File: src/hw/rtl/sil_pkg.sv
// sil_pkg: shared types and constants of the sorted insertion list
// holds the entry, status, action, cell command and control state types
// no dependencies
package sil_pkg;

  localparam int KEY_W     = 32;
  localparam int PAYLOAD_W = 32;

  // one stored list entry
  typedef struct packed {
    logic signed [KEY_W-1:0] key;
    logic [PAYLOAD_W-1:0]    payload;
  } entry_t;

  // result status codes
  typedef enum logic [1:0] {
    STATUS_INSERTED = 2'd0,
    STATUS_DROPPED  = 2'd1,
    STATUS_ENTRY    = 2'd2,
    STATUS_EMPTY    = 2'd3
  } status_t;

  // input action codes
  typedef enum logic {
    ACTION_INSERT  = 1'b0,
    ACTION_READOUT = 1'b1
  } action_t;

  // command broadcast to every cell of the chain
  typedef enum logic [1:0] {
    CELL_HOLD   = 2'd0,
    CELL_INSERT = 2'd1,
    CELL_ROTATE = 2'd2
  } cell_op_t;

  typedef struct packed {
    cell_op_t op;
    entry_t   new_entry;
  } cell_ctrl_t;

  // control sequencer states
  typedef enum logic {
    ST_IDLE = 1'b0,
    ST_READ = 1'b1
  } state_t;

endpackage

File: src/hw/rtl/sil_cell.sv
// sil_cell: one position of the sorted insertion chain
// compares the new key against its own entry and shifts or rotates with its neighbors
// depends on sil_pkg
module sil_cell #(
  parameter bit IS_HEAD = 1'b0
) (
  input  logic                clk,
  input  logic                rst,
  input  sil_pkg::cell_ctrl_t ctrl,
  input  sil_pkg::entry_t     left_entry,
  input  logic                left_valid,
  input  logic                left_take,
  input  sil_pkg::entry_t     right_entry,
  input  logic                right_valid,
  input  sil_pkg::entry_t     head_entry,
  output sil_pkg::entry_t     entry,
  output logic                valid,
  output logic                take
);

  logic key_hit;

  // head goes strictly before, later cells take a key at or above the new one
  always_comb begin
    if (IS_HEAD) begin
      key_hit = (ctrl.new_entry.key < entry.key);
    end else begin
      key_hit = (entry.key >= ctrl.new_entry.key);
    end
    take = !valid || key_hit;
  end

  // occupancy bit
  always_ff @(posedge clk) begin
    if (rst) begin
      valid <= 1'b0;
    end else if (ctrl.op == sil_pkg::CELL_INSERT) begin
      valid <= valid | left_valid;
    end
  end

  // entry data: shift right on insert, rotate toward the head on readout
  always_ff @(posedge clk) begin
    case (ctrl.op)
      sil_pkg::CELL_INSERT: begin
        if (left_take) begin
          entry <= left_entry;
        end else if (take) begin
          entry <= ctrl.new_entry;
        end
      end
      sil_pkg::CELL_ROTATE: begin
        if (valid) begin
          if (right_valid) begin
            entry <= right_entry;
          end else begin
            entry <= head_entry;
          end
        end
      end
      default: begin
      end
    endcase
  end

endmodule

File: config.mk
export PLATFORM = sky130hd
export DESIGN_NAME = sil_cell
export DESIGN_NICKNAME = d
export VERILOG_FILES = /design/src/hw/rtl/sil_pkg.sv /design/src/hw/rtl/sil_cell.sv
export SDC_FILE = /design/constraint.sdc
export NUM_CORES = 1
export LEC_CHECK = 0
export BUFFER_PORTS_ARGS = -buffer_cell sky130_fd_sc_hd__clkbuf_2
export CAP_MARGIN = 25
export CORE_AREA = 3 3 127 129
export CTS_CLUSTER_DIAMETER = 60
export DETAILED_ROUTE_END_ITERATION = 10
export DIE_AREA = 0 0 130 132
export GPL_TIMING_DRIVEN = 1
export PLACE_DENSITY = 0.66
export SLEW_MARGIN = 20
export SYNTH_ARGS = -nofsm -noshare
export SYNTH_HDL_FRONTEND = slang
export SYNTH_SLANG_ARGS = --single-unit
File: constraint.sdc
create_clock -name clk -period 6.2 [get_ports clk]
set_input_delay 1.24 -clock clk [delete_from_list [all_inputs] [get_ports clk]]
set_output_delay 1.24 -clock clk [all_outputs]
set_load 0.05 [all_outputs]
==> results of run 1 <==
## per-stage QoR
stage	util [%]	setup WS, ps	std cells	power, mW
finish	45.4	1470	988	1.42
global placement	43.5	1440	971	0.948
CTS	45.3	1430	987	1.45
global route	45.4	1270	988	1.50
detailed placement	43.5	1430	971	0.953
floorplan	-	118	486	0.803
## final cells by class
cell class	instances	area (sq um)	area share, %
Multi-Input combinational cell	354	2590	37.7
Sequential cell	65	1940	28.2
Inverter	32	120	1.75
Clock inverter	5	46.3	0.673
Tap cell	188	235	3.42
Timing Repair Buffer	333	1710	24.8
Clock buffer	11	233	3.38
## cells in the mapped netlist (2+ instances only)
cell / instances / area share, %
edfxtp_1: 64 / 40
clkbuf_1: 13 / 1.0
a21oi_1: 78 / 8.2
a211oi_1: 65 / 10
nor2b_1: 36 / 4.7
nor2_1: 36 / 2.8
buf_1: 13 / 1.0
nand2_1: 9 / 0.71
mux2i_1: 65 / 14
nand3_1: 3 / 0.31
ha_1: 32 / 8.4
buf_2: 9 / 0.94
nor4_1: 2 / 0.26
o21ai_0: 3 / 0.31
inv_1: 32 / 2.5
nand4_1: 6 / 0.79
o211ai_1: 2 / 0.31
## cell usage in the layout (no fill, tap or decap), types with 2 or more instances in the layout
master / count
clkbuf_16: 9
nor2b_1: 35
clkbuf_2: 326
nor4_1: 2
a21oi_1: 77
clkinv_1: 3
mux2i_1: 65
ha_1: 32
o211ai_1: 2
buf_4: 5
buf_12: 2
o21ai_0: 3
edfxtp_1: 64
nand3_1: 3
clkbuf_1: 2
nand4_1: 6
a211oi_1: 65
nand2_1: 9
nor2_1: 36
inv_1: 32
## report_power, final
group	switching, mW	internal (mW)
sequential	0.0123	0.523
clock	0.178	0.306
combinational	0.248	0.157
## state kept, by name, summed over array words and instances (netlist names)
| signal | cells |
|---|---|
| entry | 64 |
| valid | 1 |
## path summary, 6_finish.rpt
| check | from | end | slack, ps | cells after the start |
|---|---|---|---|---|
| max | ctrl[39] | take | 1470 | 10 |
| max reg2reg | entry[46] | entry[22] | 2860 | 8 |
| min reg2reg | valid | valid | 590 | 2 |
| min | valid | valid | 590 | 2 |
## critical path, delay by kind of cell
kind            cells  cell delay [ps]
buf+inv             3              410
mux                 1              180
simple gates        1              220
compound gates      4             1120
fa+ha+maj           1              320
## kinds of logic after synthesis
logic type / after synthesis / share of synthesized area [%]
fa+ha+maj: 32 / 8.37
flops: 65 / 40.6
simple gates: 102 / 11.6
mux: 65 / 13.6
buf+inv: 67 / 5.50
compound gates: 155 / 20.3
## per-layer routing
layer	global-route usage, %	up-vias	routed length, microns
met1	19.5	2103	6070
li1	-	2461	-
met3	5.63	22	1450
met5	0	-	13
met4	6.00	2	313
met2	29.6	214	7590
==> flow_metrics.tcl, run 1 <==
set metrics [dict create \
    synth_edf_count 64 \
    syn_area_per_cell_sq_um 9.84 \
    hold_viol 0 \
    cts_tree "built" \
    crit_slowest_cell "o31ai_1" \
    fp.dieArea_sq_um 17200 \
    ant_nets 0 \
    max_freq_mhz 211 \
    syn_nets 781 \
    antenna_found_initial 1 \
    cts_made_buffers 9 \
    rows 45 \
    drive_gt1_share_pct 43.9 \
    wl_mm 15.4 \
    diodes 0 \
    cts_root_buf "clkbuf_16" \
    cts_resized 0 \
    status "complete, no violations" \
    clk_pin_slew_worst_paths_ps 50 \
    p_leak_nw 3.37 \
    yosys_register_bits 65 \
    gp_congestion 0.814 \
    worst_pin_slew_ps 926 \
    synth-async-reset-ratio_pct 0 \
    cts_buffer_depth 2 \
    ios 329 \
    rsz0062_at_grt "no" \
    grt_overflow 0 \
    fin_nets 1090 \
    core_area_sq_um 15100 \
    grt_max_degree 87 \
    syn_inst 486 \
    path_cells "clkbuf_2 > inv_1 > ha_1 > a21oi_1 > o21ai_0 > a221o_1 > o31ai_1 > and2b_1 > mux2i_1 > clkbuf_2" \
    clock-skew-final_ps 4.91 \
    start_kind "primary input" \
    slew_headroom_pct 38.1 \
    setup_tns_ps 0 \
    power_density_nw_per_um2 207 \
    netlist_area_sq_um 4780 \
    clock_latency_ps 330 \
    drt_iter0_drc 177 \
    initial_utilization_pct 31.6 \
    ys_warn_count 0 \
    ir_drop_mv 0.0961 \
    path_class "primary input to output port" \
    critPathArrivalTime_ps 3490 \
    stdcell_area_sq_um 6880 \
    drv_slew 0 \
    maxCapViolCount 0 \
    hold_class "flop to flop" \
    cts_setup_buffers 0 \
    die_h_microns 132 \
    min_period_over_period_pct 76.3 \
    setup_viol_count_final 0 \
    crit_fanout 3 \
    fill_cells 1532 \
    cts.sinks 65 \
    synth.distinct_cells 35 \
    dieWidth_microns 130 \
    place_area_sq_um 6580 \
    drcViolationCount 0 \
    crit_required_ps 4960 \
    portBuffers 328 \
    htree_levels 3 \
    synth-main-ff-cell "edfxtp_1" \
    seq_area_frac_synth_pct 40.6 \
    first_pass_iters 4 \
    wire_per_inst_microns 15.6 \
    grt_usage_pct 17.1 \
    path_common_cell "clkbuf_2" \
    grt_first_pass_wirelength_mm 22.9 \
    hpwl_mm 12.6 \
    holdBufCountCts 0 \
    layout_min_cycle_time_ps 4730 \
    grt_pass1_vias 4629 \
    dr_total_vias 4802 \
    vias_per_cell 4.86 \
    cpPeakStageDelay_ps 500 \
    critPathCaptureType "output port" \
    areaGrowthSynthToFinish_pct 43.9 \
    whs_ps 591 \
]
(Power assumes the default switching activity.)
==> run 2, diff against run 1 <==
==> constraint.sdc (replaced) <==
create_clock -name clk -period 4.3 [get_ports clk]
set_input_delay 0.86 -clock clk [delete_from_list [all_inputs] [get_ports clk]]
set_output_delay 0.86 -clock clk [all_outputs]
set_load 0.05 [all_outputs]
==> run 2 against run 1 <==
Critical path depth unchanged. Clock skew increased by 3.9 ps. Hold slack worse by 12 ps. Global-route usage up 0.25 points. Utilization about the same. Largest power group unchanged.
==> flow_metrics.tcl, run 2 (synthesis results as in run 1) <==
set metrics [dict create \
    status "complete, no violations" \
    vias_per_cell 4.83 \
    final_common_cell "clkbuf_2" \
    hold_viol 0 \
    clk_pin_slew_worst_paths_ps 50 \
    holdBufCountCts 0 \
    portBuffers 328 \
    crit_fanout 3 \
    final_cell_mix "326 x clkbuf_2, 77 x a21oi_1, 65 x mux2i_1, 65 x a211oi_1, 64 x edfxtp_1" \
    reg_top3 "entry: 64 flops, valid: 1 flops" \
    drive_gt1_share_pct 44.2 \
    hpwl_mm 13.1 \
    cts_root_buf "clkbuf_16" \
    cts_resized 0 \
    slew_headroom_pct 54.8 \
    cts_tree "built" \
    min_period_over_period_pct 93.4 \
    p_leak_nw 3.38 \
    antenna_found_initial 0 \
    critPathArrivalTime_ps 3160 \
    rsz0062_at_grt "no" \
    reg2reg_depth 8 \
    fin_nets 1093 \
    gp_congestion 0.822 \
    dr_total_vias 4788 \
    max_freq_mhz 249 \
    grt_first_pass_wirelength_mm 23.5 \
    drv_slew 0 \
    wl_mm 15.6 \
    path_class "primary input to output port" \
    htree_levels 3 \
    ir_drop_mv 0.140 \
    crit_required_ps 3440 \
    cts_setup_buffers 0 \
    grt_overflow 0 \
    reg2reg_to "entry[19]" \
    grt_usage_pct 17.3 \
    cts.sinks 65 \
    grt_max_degree 71 \
    drt_iter0_drc 182 \
    drcViolationCount 0 \
    die_h_microns 132 \
    cts_made_buffers 9 \
    clock_latency_ps 330 \
    r2r-start "entry[46]" \
    place_ws_ps 281 \
    fp.dieArea_sq_um 17200 \
    dieWidth_microns 130 \
    diodes 0 \
    maxCapViolCount 0 \
    worst_pin_slew_ps 679 \
    rows 45 \
    setup_tns_ps 0 \
    largest_register_ffs 64 \
    hold_depth 2 \
    layout_min_cycle_time_ps 4020 \
    clock-skew-final_ps 8.80 \
    start_kind "primary input" \
    power_density_nw_per_um2 299 \
    core_area_sq_um 15100 \
    setup_viol_count_final 0 \
    hold_path.startpoint "valid" \
    wire_per_inst_microns 15.8 \
    regMostFlops "entry" \
    hold_class "flop to flop" \
    hold_end "valid" \
    first_pass_iters 4 \
    ant_nets 0 \
    areaGrowthSynthToFinish_pct 43.9 \
    fin_ws_ps 282 \
    initial_utilization_pct 31.6 \
    cts_buffer_depth 2 \
    r2r_setup_slack_ps 1420 \
    critPathCaptureType "output port" \
    grt_pass1_vias 4770 \
    ios 329 \
]
-- run 2: changes by cell type in the layout (fill, tap and decap cells not counted), sizes merged --
| cell | previous run | this run |
|---|---|---|
| clkbuf | 337 | 338 |
| buf | 7 | 10 |
| clkinv | 4 | 3 |
-- run 2: worst max-delay path, stage by stage --
cell and delay, ps:
clkbuf_2 70, inv_1 40, ha_1 320, a21oi_1 160, o21ai_0 160, a221o_1 320, o31ai_1 500, and2b_1 210
mux2i_1 200, clkbuf_2 310
-- run 2: metrics by stage --
stage                     util [%]  total power [mW]  cell area [sq um]  hold slack (ps)  std cells
after global placement        43.6              1.37               6600              559        975
after detailed placement      43.6              1.37               6600              558        975
after CTS                     45.4              2.09               6880              568        991
after floorplan                  -              1.16               4780              758        486
final                         45.4              2.06               6880              579        991
after global routing          45.4              2.16               6880              638        991
-- run 2: metal layers --
layer | wire [microns] | track usage [%] | vias up
met5 | 0 | 0 | -
met3 | 1350 | 5.23 | 20
met1 | 6350 | 20.2 | 2100
met4 | 274 | 5.83 | 0
li1 | - | - | 2464
met2 | 7670 | 30.1 | 204
-- run 2: how the worst max path moves through the flow --
stage               startpoint        to  slack, ps  cells past startpoint
floorplan             ctrl[63]  entry[0]         40                      8
global placement      ctrl[39]      take        310                     10
detailed placement    ctrl[39]      take        280                     10
CTS                   ctrl[39]      take        270                     10
global route          ctrl[39]      take        110                     10
finish                ctrl[39]      take        280                     10
-- run 2: power breakdown --
group          total [mW]  internal [mW]  switching [mW]
clock network       0.704          0.445           0.259
registers           0.772          0.755          0.0173
logic               0.583          0.226           0.358
-- run 2: cell type report --
cell class	instances	area [sq um]
fill	1548	8270
clock buffer	12	236
inverter	32	120
clock inverter	4	43.8
multi-input combinational	354	2590
sequential	65	1940
tap	188	235
timing repair buffer	336	1710
